**src/rtl/fpst_pkg.sv**
```systemverilog
// ----------------------------------------------------------------------------
// fpst_pkg
// Shared types, constants and rule functions for the frontier path state
// transition kernel.
// ----------------------------------------------------------------------------
`default_nettype none

package fpst_pkg;

  localparam logic [3:0] MAX_GRID   = 4'd15;
  localparam logic [3:0] MIN_GRID   = 4'd2;
  localparam logic [3:0] GRID_RESET = 4'd8;
  localparam int         NUM_SUCC   = 3;

  // gap-spin patterns inserted when a pair of endpoints is created
  localparam logic [2:0] SPIN_OPEN_LO   = 3'b001;
  localparam logic [2:0] SPIN_OPEN_HI   = 3'b100;
  localparam logic [2:0] SPIN_OPEN_BOTH = 3'b101;
  // gap-spin patterns that allow a pair to be capped
  localparam logic [2:0] SPIN_CAP_MID   = 3'b010;
  localparam logic [2:0] SPIN_CAP_LO    = 3'b011;
  localparam logic [2:0] SPIN_CAP_HI    = 3'b110;
  localparam logic [1:0] SPIN_EDGE_LO   = 2'b10;
  localparam logic [1:0] SPIN_EDGE_HI   = 2'b01;

  typedef enum logic [1:0] {
    KIND_SHIFT,
    KIND_SOURCE,
    KIND_TARGET,
    KIND_CELL
  } kind_t;

  typedef struct packed {
    logic [1:0]  cnt;
    logic [15:0] v0;
    logic [15:0] v1;
  } grow_t;

  typedef struct packed {
    logic        ok;
    logic [15:0] v;
  } drop_t;

  // bundle of successor words for one entry
  typedef struct packed {
    logic                       valid;
    logic [1:0]                 cnt;
    logic [NUM_SUCC-1:0][15:0]  sup;
    logic [NUM_SUCC-1:0][15:0]  spn;
    logic [63:0]                weight;
  } succ_set_t;

  function automatic logic [4:0] popcnt16(input logic [15:0] v);
    logic [2:0] nib [4];
    logic [4:0] c;
    for (int i = 0; i < 4; i++) begin
      nib[i] = 3'(v[4*i]) + 3'(v[4*i+1]) + 3'(v[4*i+2]) + 3'(v[4*i+3]);
    end
    c = 5'(nib[0]) + 5'(nib[1]) + 5'(nib[2]) + 5'(nib[3]);
    return c;
  endfunction

  function automatic logic [15:0] lsb_mask(input logic [3:0] k);
    return (16'd1 << k) - 16'd1;
  endfunction

  // pair creation at endpoint position r among e endpoints
  function automatic grow_t grow_pair(input logic [15:0] s, input logic [4:0] e,
                                      input logic [3:0] r);
    grow_t       res;
    logic [3:0]  g;
    logic [4:0]  sh;
    logic [15:0] lo;
    logic [15:0] hi;
    res = '0;
    g   = r - 4'd1;
    sh  = 5'(g) + 5'd3;
    lo  = s & lsb_mask(g);
    hi  = s >> (5'(g) + 5'd1);
    if (5'(r) > e) begin
      res.cnt = 2'd0;
    end else if (r == 4'd0) begin
      res.cnt = 2'd1;
      res.v0  = (s << 2) | 16'd2;
    end else if (5'(r) == e) begin
      res.cnt = 2'd1;
      res.v0  = s | (16'd1 << (e - 5'd1));
    end else if (s[g] == 1'b0) begin
      res.cnt = 2'd2;
      res.v0  = lo | (16'(SPIN_OPEN_LO) << g) | (hi << sh);
      res.v1  = lo | (16'(SPIN_OPEN_HI) << g) | (hi << sh);
    end else begin
      res.cnt = 2'd1;
      res.v0  = lo | (16'(SPIN_OPEN_BOTH) << g) | (hi << sh);
    end
    return res;
  endfunction

  // pair removal at endpoint position r among e endpoints
  function automatic drop_t drop_pair(input logic [15:0] s, input logic [4:0] e,
                                      input logic [3:0] r);
    drop_t       res;
    logic [3:0]  g;
    logic [3:0]  ge;
    logic [2:0]  t;
    logic [15:0] ta;
    logic [15:0] m;
    res = '0;
    g   = r - 4'd1;
    ge  = 4'(e - 5'd3);
    ta  = s >> g;
    t   = ta[2:0];
    m   = '0;
    if (e < 5'd3 || (5'(r) + 5'd1) >= e) begin
      res.ok = 1'b0;
    end else if (r == 4'd0) begin
      res.ok = (s[1:0] == SPIN_EDGE_LO);
      res.v  = s >> 2;
    end else if ((5'(r) + 5'd2) == e) begin
      ta     = s >> ge;
      res.ok = (ta[1:0] == SPIN_EDGE_HI);
      res.v  = s & lsb_mask(ge);
    end else begin
      if (t == SPIN_CAP_MID) begin
        res.ok = 1'b1;
        m      = 16'd0;
      end else if (t == SPIN_CAP_LO || t == SPIN_CAP_HI) begin
        res.ok = 1'b1;
        m      = 16'd1;
      end else begin
        res.ok = 1'b0;
      end
      res.v = (s & lsb_mask(g)) | (m << g) |
              ((s >> (5'(g) + 5'd3)) << (5'(g) + 5'd1));
    end
    return res;
  endfunction

endpackage

`default_nettype wire

```
**src/rtl/fpst_serial.sv**
```systemverilog
// ----------------------------------------------------------------------------
// fpst_serial
// Output serializer: takes a bundle of up to three successor words and puts
// them on the result ports one word per cycle.
// ----------------------------------------------------------------------------
`default_nettype none

module fpst_serial (
  input  logic              clk,
  input  logic              rst,
  input  fpst_pkg::succ_set_t set_in,
  output logic              take,
  output logic              strobe,
  output logic [15:0]       next_support,
  output logic [15:0]       next_spin,
  output logic [63:0]       out_weight,
  output logic              last
);
  import fpst_pkg::*;

  logic [1:0]                rem;
  logic [1:0]                idx;
  logic [NUM_SUCC-1:0][15:0] sup;
  logic [NUM_SUCC-1:0][15:0] spn;
  logic [63:0]               weight;

  // free now, or the last word of the held bundle goes out this cycle
  assign take = (rem == 2'd0) || (rem == 2'd1);

  always_ff @(posedge clk) begin
    if (rst) begin
      rem <= 2'd0;
      idx <= 2'd0;
    end else if (take && set_in.valid) begin
      rem <= set_in.cnt;
      idx <= 2'd0;
    end else if (rem != 2'd0) begin
      rem <= rem - 2'd1;
      idx <= idx + 2'd1;
    end
  end

  always_ff @(posedge clk) begin
    if (take && set_in.valid) begin
      sup    <= set_in.sup;
      spn    <= set_in.spn;
      weight <= set_in.weight;
    end
  end

  assign strobe       = (rem != 2'd0);
  assign last         = (rem == 2'd1);
  assign next_support = sup[idx];
  assign next_spin    = spn[idx];
  assign out_weight   = weight;

endmodule

`default_nettype wire

```
**src/rtl/frontier_path_state_transition_top.sv**
```systemverilog
// ----------------------------------------------------------------------------
// frontier_path_state_transition_top
// Transition kernel of a transfer-matrix path count: one frontier entry in,
// zero to three successor entries out.
// ----------------------------------------------------------------------------
//  channel  | handshake              | payload
//  ---------+------------------------+-----------------------------------------
//  entry in | start / busy           | mode, column, row, support, spin, weight
//  config   | grid_size_we           | grid_size_wdata
//  result   | strobe (no back-press) | next_support, next_spin, out_weight, last
//
//  Three decode stages feed an output serializer, which registers each
//  bundle before its first word leaves. The single result port carries one
//  word per cycle; entries behind a bundle wait in the stages as it drains.
//  Entries with no successors vanish without using a result cycle.
//  busy rises only while the serializer still drains an earlier bundle.
//  rst (synchronous) empties the pipe and sets the grid size to 8.
// ----------------------------------------------------------------------------
`default_nettype none

module frontier_path_state_transition_top (
  input  logic        clk,
  input  logic        rst,
  input  logic        start,
  output logic        busy,
  input  logic        mode,
  input  logic [3:0]  column,
  input  logic [3:0]  row,
  input  logic [15:0] support,
  input  logic [15:0] spin,
  input  logic [63:0] weight,
  input  logic        grid_size_we,
  input  logic [3:0]  grid_size_wdata,
  output logic        strobe,
  output logic [15:0] next_support,
  output logic [15:0] next_spin,
  output logic [63:0] out_weight,
  output logic        last
);
  import fpst_pkg::*;

  logic [3:0] grid_size;

  // pipeline control
  logic v1, v2, v3;
  logic en1, en2, en3;
  logic ser_take;
  logic accept;

  // stage 1
  logic [3:0]  n_in;
  logic [16:0] cell_in;
  logic [4:0]  hit_cnt;
  logic [4:0]  r_cnt;
  logic [4:0]  e_cnt;
  logic [4:0]  sc_cnt;

  logic        s1_mode;
  logic [3:0]  s1_x;
  logic [3:0]  s1_y;
  logic [15:0] s1_sup;
  logic [15:0] s1_spn;
  logic [63:0] s1_w;
  logic [3:0]  s1_n;
  logic [4:0]  s1_e;
  logic [1:0]  s1_hit;
  logic [4:0]  s1_sc;
  logic [3:0]  s1_r;

  // stage 2
  kind_t       k2;
  logic [16:0] cell2;
  logic [16:0] shift_mask;
  logic [15:0] spin_hi;
  logic [4:0]  e_m1;

  kind_t       s2_kind;
  logic        s2_down;
  logic        s2_right;
  logic        s2_src_ok;
  logic        s2_tgt_ok;
  logic        s2_filt;
  logic [1:0]  s2_hit;
  logic        s2_sh_ok;
  logic [15:0] s2_shw;
  logic [15:0] s2_base;
  logic [15:0] s2_cellw;
  logic [15:0] s2_pw;
  logic [15:0] s2_qw;
  logic [15:0] s2_spn;
  grow_t       s2_grow;
  drop_t       s2_drop;
  logic [63:0] s2_w;

  // stage 3
  logic [1:0]                k;
  logic [NUM_SUCC-1:0][15:0] a_sup;
  logic [NUM_SUCC-1:0][15:0] a_spn;

  logic [1:0]                s3_cnt;
  logic [NUM_SUCC-1:0][15:0] s3_sup;
  logic [NUM_SUCC-1:0][15:0] s3_spn;
  logic [63:0]               s3_w;

  succ_set_t set3;

  assign en3    = !v3 || ser_take;
  assign en2    = !v2 || en3;
  assign en1    = !v1 || en2;
  assign busy   = !en1;
  assign accept = start && en1;

  always_ff @(posedge clk) begin
    if (rst) begin
      grid_size <= GRID_RESET;
      v1        <= 1'b0;
      v2        <= 1'b0;
      v3        <= 1'b0;
    end else begin
      if (grid_size_we) grid_size <= grid_size_wdata;
      if (en1) v1 <= start;
      if (en2) v2 <= v1;
      if (en3) v3 <= v2;
    end
  end

  // ---- stage 1: clamp grid size, count endpoints ----
  always_comb begin
    if (grid_size < MIN_GRID) n_in = MIN_GRID;
    else if (grid_size > MAX_GRID) n_in = MAX_GRID;
    else n_in = grid_size;
    cell_in = (17'd1 << column) | (17'd1 << (5'(column) + 5'd1));
    hit_cnt = popcnt16(support & cell_in[15:0]);
    r_cnt   = popcnt16(support & lsb_mask(column));
    e_cnt   = popcnt16(support);
    sc_cnt  = popcnt16(spin);
  end

  always_ff @(posedge clk) begin
    if (accept) begin
      s1_mode <= mode;
      s1_x    <= column;
      s1_y    <= row;
      s1_sup  <= support;
      s1_spn  <= spin;
      s1_w    <= weight;
      s1_n    <= n_in;
      s1_e    <= e_cnt;
      s1_hit  <= hit_cnt[1:0];
      s1_sc   <= sc_cnt;
      s1_r    <= r_cnt[3:0];
    end
  end

  // ---- stage 2: classify and build candidate words ----
  always_comb begin
    cell2      = (17'd1 << s1_x) | (17'd1 << (5'(s1_x) + 5'd1));
    shift_mask = (17'd1 << (5'(s1_n) + 5'd1)) - 17'd1;
    e_m1       = s1_e - 5'd1;
    spin_hi    = s1_spn >> e_m1;
    if (s1_mode) k2 = KIND_SHIFT;
    else if (s1_x == 4'd0 && s1_y == 4'd0) k2 = KIND_SOURCE;
    else if (s1_x + 4'd1 == s1_n && s1_y + 4'd1 == s1_n) k2 = KIND_TARGET;
    else k2 = KIND_CELL;
  end

  always_ff @(posedge clk) begin
    if (en2 && v1) begin
      s2_kind   <= k2;
      s2_down   <= (5'(s1_y) + 5'd1) < 5'(s1_n);
      s2_right  <= (5'(s1_x) + 5'd1) < 5'(s1_n);
      s2_src_ok <= (s1_sup == 16'd0) && (s1_spn == 16'd0);
      s2_tgt_ok <= (s1_e == 5'd1) && (s1_hit == 2'd1);
      s2_filt   <= s1_e[0] && (s1_sc == (e_m1 >> 1)) && (spin_hi == 16'd0);
      s2_hit    <= s1_hit;
      s2_sh_ok  <= (s1_sup[s1_n] == 1'b0);
      s2_shw    <= (s1_sup << 1) & shift_mask[15:0];
      s2_base   <= s1_sup & ~cell2[15:0];
      s2_cellw  <= s1_sup | cell2[15:0];
      s2_pw     <= (s1_sup & ~cell2[15:0]) | (16'd1 << s1_x);
      s2_qw     <= (s1_sup & ~cell2[15:0]) | (16'd1 << (5'(s1_x) + 5'd1));
      s2_spn    <= s1_spn;
      s2_grow   <= grow_pair(s1_spn, s1_e, s1_r);
      s2_drop   <= drop_pair(s1_spn, s1_e, s1_r);
      s2_w      <= s1_w;
    end
  end

  // ---- stage 3: pack successors in emission order ----
  always_comb begin
    k     = 2'd0;
    a_sup = '0;
    a_spn = '0;
    case (s2_kind)
      KIND_SHIFT: begin
        if (s2_sh_ok) begin
          a_sup[k] = s2_shw;
          a_spn[k] = s2_spn;
          k        = k + 2'd1;
        end
      end
      KIND_SOURCE: begin
        if (s2_src_ok) begin
          if (s2_down) begin
            a_sup[k] = 16'd1;
            k        = k + 2'd1;
          end
          if (s2_right) begin
            a_sup[k] = 16'd2;
            k        = k + 2'd1;
          end
        end
      end
      KIND_TARGET: begin
        if (s2_tgt_ok) k = k + 2'd1;
      end
      KIND_CELL: begin
        if (s2_filt) begin
          if (s2_hit == 2'd0) begin
            a_sup[k] = s2_base;
            a_spn[k] = s2_spn;
            k        = k + 2'd1;
            if (s2_down && s2_right) begin
              if (s2_grow.cnt != 2'd0) begin
                a_sup[k] = s2_cellw;
                a_spn[k] = s2_grow.v0;
                k        = k + 2'd1;
              end
              if (s2_grow.cnt == 2'd2) begin
                a_sup[k] = s2_cellw;
                a_spn[k] = s2_grow.v1;
                k        = k + 2'd1;
              end
            end
          end else if (s2_hit == 2'd1) begin
            if (s2_down) begin
              a_sup[k] = s2_pw;
              a_spn[k] = s2_spn;
              k        = k + 2'd1;
            end
            if (s2_right) begin
              a_sup[k] = s2_qw;
              a_spn[k] = s2_spn;
              k        = k + 2'd1;
            end
          end else if (s2_drop.ok) begin
            a_sup[k] = s2_base;
            a_spn[k] = s2_drop.v;
            k        = k + 2'd1;
          end
        end
      end
      default: ;
    endcase
  end

  always_ff @(posedge clk) begin
    if (en3 && v2) begin
      s3_cnt <= k;
      s3_sup <= a_sup;
      s3_spn <= a_spn;
      s3_w   <= s2_w;
    end
  end

  always_comb begin
    set3.valid  = v3;
    set3.cnt    = s3_cnt;
    set3.sup    = s3_sup;
    set3.spn    = s3_spn;
    set3.weight = s3_w;
  end

  fpst_serial u_serial (
    .clk          (clk),
    .rst          (rst),
    .set_in       (set3),
    .take         (ser_take),
    .strobe       (strobe),
    .next_support (next_support),
    .next_spin    (next_spin),
    .out_weight   (out_weight),
    .last         (last)
  );

endmodule

`default_nettype wire

```
**config.mk**
```make
export PLATFORM = sky130hd
export DESIGN_NAME = frontier_path_state_transition_top
export DESIGN_NICKNAME = d
export VERILOG_FILES = /design/src/rtl/fpst_pkg.sv /design/src/rtl/fpst_serial.sv /design/src/rtl/frontier_path_state_transition_top.sv
export SDC_FILE = /design/constraint.sdc
export NUM_CORES = 1
export LEC_CHECK = 0
export BUFFER_PORTS_ARGS = -buffer_cell sky130_fd_sc_hd__buf_2
export CORE_ASPECT_RATIO = 0.6
export CORE_MARGIN = 2
export CORE_UTILIZATION = 61
export CTS_CLUSTER_DIAMETER = 80
export DETAILED_ROUTE_END_ITERATION = 10
export PLACE_DENSITY = 0.76
export SLEW_MARGIN = 40
export SYNTH_ARGS = -nofsm -noshare
export SYNTH_HDL_FRONTEND = slang
export SYNTH_SLANG_ARGS = --single-unit
export TNS_END_PERCENT = 1
```
**constraint.sdc**
```tcl
create_clock -name clk -period 15.7 [get_ports clk]
set_input_delay 2.355 -clock clk [delete_from_list [all_inputs] [get_ports clk]]
set_output_delay 2.355 -clock clk [all_outputs]
set_load 0.02 [all_outputs]
```
==> metrics.md <==
| Metric | Value |
|---|---|
| Fin cells | `3484` |
| RSZ-0062 raised after global routing | `false` |
| Crit path max-delay family | `adder cells` |
| FFs w/ async S/R, synth | `0%` |
| Worst hold stages | `0` |
| Post-CTS Hold Fix Bufs | `0` |
| Commonest cells after routing, fill and taps aside | `667 x edfxtp_1, 267 x nand2_1, 211 x buf_2, 187 x nor2_1, 115 x o21ai_0` |
| Required @ worst endpoint | `16.07 ns` |
| GRT Resource Usage Total | `35.5%` |
| First DRT Iteration DRCs | `between 3000 and 4000` |
| Skew final | `0.0232 ns` |
| Clk_lat worst skew | `0.63 ns` |
| Clock tree buffer depth | `3` |
| Port Buffers | `211` |
| Commonest non-fill, non-tap cell in the layout | `edfxtp_1` |
| Starting density of the core | `61.7%` |
| EDFF count, synth | `667` |
| Worst VDD drop | `0.195 mV` |
| Worst slew pin tran | `0.919 ns` |
| Root Buffer | `clkbuf_16` |
| Setup crit start kind | `primary input` |
| Final min period | `7.16 ns` |
| Peak Freq | `140 MHz` |
| Post-synthesis cell type count | `106` |
| Hold Vio Cnt, Final | `0` |
| Worst R2R Path Depth | `15` |
| Grt total ovfl | `0` |
| CP max stage delay | `0.57 ns` |
| Final WL | `97.3 mm` |
| Critical-path top delay cell | `fa_1` |
| Max transition margin | `between 30% and 40%` |
| CORE AREA | `52500 um^2` |
| RePlAce Congestion | `1.04` |
| Crit Path Category | `in2reg` |
| Post-route ant nets | `0` |
| Post-layout util | `68.9%` |
| Synthesis-stage register bit count | `approximately 680` |
| Die ar. | `55000 um^2` |
| Status | `finished clean` |
| CP Depth | `17` |
| Layout cells sized above 1 | `16.1%` |
| Die span in x | `301 um` |
| Slew Limit Fails | `0` |
| YS warnings | `0` |
| Footprint of the multi-input gates | `roughly 11000 um^2` |
| Reg clk slew, reported paths | `0.07 ns` |
| Vias | `23056` |
| P per Cell Area | `217 nW/um^2` |
| Htree depth | `2` |
| Sequential share of the synthesized area | `62.6%` |
| Register area | `~20000 um^2` |
| DR vias/cell | `6.62` |
| Synthesized Nets | `2789` |
| Resized Gates After CTS | `0` |
| Placed cell count | `3373` |
| P_leak | `13.1 nW` |
| Post-Syn Instances | `2562` |
| Syn Std Cell Area | `between 30000 and 40000 um^2` |
| Buffer count from post-CTS setup fixing | `0` |
| # clock sinks | `between 600 and 700` |
| Residual DRC count | `0` |
| Vias in the first global route | `~22000` |
| Ys flop type | `edfxtp_1` |
| CTS tree | `built` |
| First-pass GRT wire length | `143 mm` |
| CP endpoint kind | `flip-flop` |
| Clock buffer count from CTS | `57` |
| Crit Path Max Fanout | `19` |
| HP Class | `reg2reg` |
| Synthesis-to-finish area growth | `11.7%` |
| Critical Path Most Common Cell | `fa_1` |
| Initial antenna violation count | `9` |
| DIE HEIGHT | `182 um` |
| DP HPWL | `67.4 mm` |
| DR WL/cell | `27.9 um` |
| IO Pins | `212` |
| Max cap viols | `0` |
| Tcrit/Tclk final | `45.6%` |
| Bufs and invs on worst path | `3` |
| Largest net degree at the start of global routing | `97` |
| Synth Area per Inst | `12.6 um^2` |
| Final setup fails | `0` |
| Post-Route Setup TNS | `0 ns` |
| Worst path cell trace | `buf_2 -> nand2_1 -> inv_1 -> ha_1 -> a21oi_1 -> o21ai_0 -> nor3_1 -> mux2_2 -> o21ai_0 -> nand2_1 -> fa_1 -> inv_1 -> fa_1 -> fa_1 -> ha_1 -> fa_1 -> xor2_1` |
| CP arrival | `7.53 ns` |
| Layout Nets | `2960` |
| Row cnt | `65` |
| Router iterations before antenna repair | `6` |
| Fillers | `approximately 3600` |
power by group:
part	switching [mW]	internal, mW	total (mW)
logic	2.80	1.25	4.05
registers	0.112	2.26	2.37
clock network	0.667	0.739	1.41
kinds of logic (layout without fill, tap and decap cells):
group           after synthesis  count (layout)  synth area share (%)
simple gates                785             785                  11.5
mux                         102             102                  3.91
other cells                   1               4                0.0116
flops                       678             678                  62.6
xor+xnor                     54              54                  1.54
buf+inv                     269             485                  3.35
compound gates              559             559                  11.8
fa+ha+maj                   114             114                  5.27
cell usage after synthesis, types with 15 or more instances:
cell type    n  area, um^2
nor2_1     190         713
nor4_1      16         100
nand2b_1    32         200
a22oi_1     57         428
nand3_1     56         280
and3_1      31         194
fa_1        37         741
inv_1      110         413
a21oi_1    112         561
and2_1      66         413
nand2_1    268        1010
a31oi_1     24         150
o21ai_0    116         581
nor2b_1     28         175
nor3_1      46         230
o21a_1      17         128
o211ai_1    15         113
clkbuf_1   119         447
a32oi_1     18         158
mux2_2      18         203
edfxtp_1   667       20000
xor2_1      16         140
xnor2_1     36         315
ha_1        77         963
mux2i_1     64         641
a211oi_1    27         203
registers in the layout, indices dropped and copies added (netlist names), 5 cells and up:
signal	cells
s1_w	64
s2_w	64
s3_w	64
u_serial.out_weight	64
s3_spn	48
s3_sup	48
u_serial.spn	48
u_serial.sup	48
s2_grow	34
s2_drop	17
s1_spn	16
s1_sup	16
s2_base	16
s2_cellw	16
s2_pw	16
s2_qw	16
s2_spn	16
s2_shw	15
s1_e	5
s1_sc	5
metrics by stage:
step	setup slack (ns)	instance area (um^2)	total power, mW	hold slack (ns)
after CTS	8.65	36100	7.63	0.414
after floorplan	4.16	32400	4.90	0.400
final	8.54	36100	7.83	0.410
after global routing	8.26	36100	8.11	0.420
after global placement	8.14	34100	6.16	0.400
after detailed placement	7.99	34200	6.22	0.405
final timing paths:
path	endpoint	startpoint	slack [ns]
worst min-delay path	u_serial.spn[4]	s3_spn[4]	0.41
worst min register to register	u_serial.spn[4]	s3_spn[4]	0.41
worst max-delay path	s1_r[2]	column[1]	8.54
worst max register to register	s2_drop[6]	s1_r[0]	9.84
area by class of cell:
class / count / area share (%)
timing repair buffer: 265 / 4.38
clock inverter: 41 / 1.03
tap: 703 / 2.43
inverter: 116 / 1.21
sequential: 678 / 56.1
multi-input combinational: 1615 / 30.9
clock buffer: 63 / 4.01
antenna: 3 / 0.0208
per-layer routing:
metal  vias to the layer above  global-route usage, %  routed length [um]
met1                     11368                   53.8               40600
met2                      1587                   49.6               40800
met4                        12                   6.37                1730
met5                         -                      0                  75
li1                       9901                      -                   -
met3                       188                   12.9               14100
worst reg2reg max path: cells and delay by family, from the launching register on:
kind                     cells  cell delay (ns)
buffers and inverters        4             1.39
AND/OR/NAND/NOR              3             1.37
flip-flops                   1             0.32
adder cells (fa/ha/maj)      3             1.12
multiplexers                 1             0.24
AO/OA/AOI/OAI                4             1.12
No activity file was read; power rests on OpenSTA's default activity.
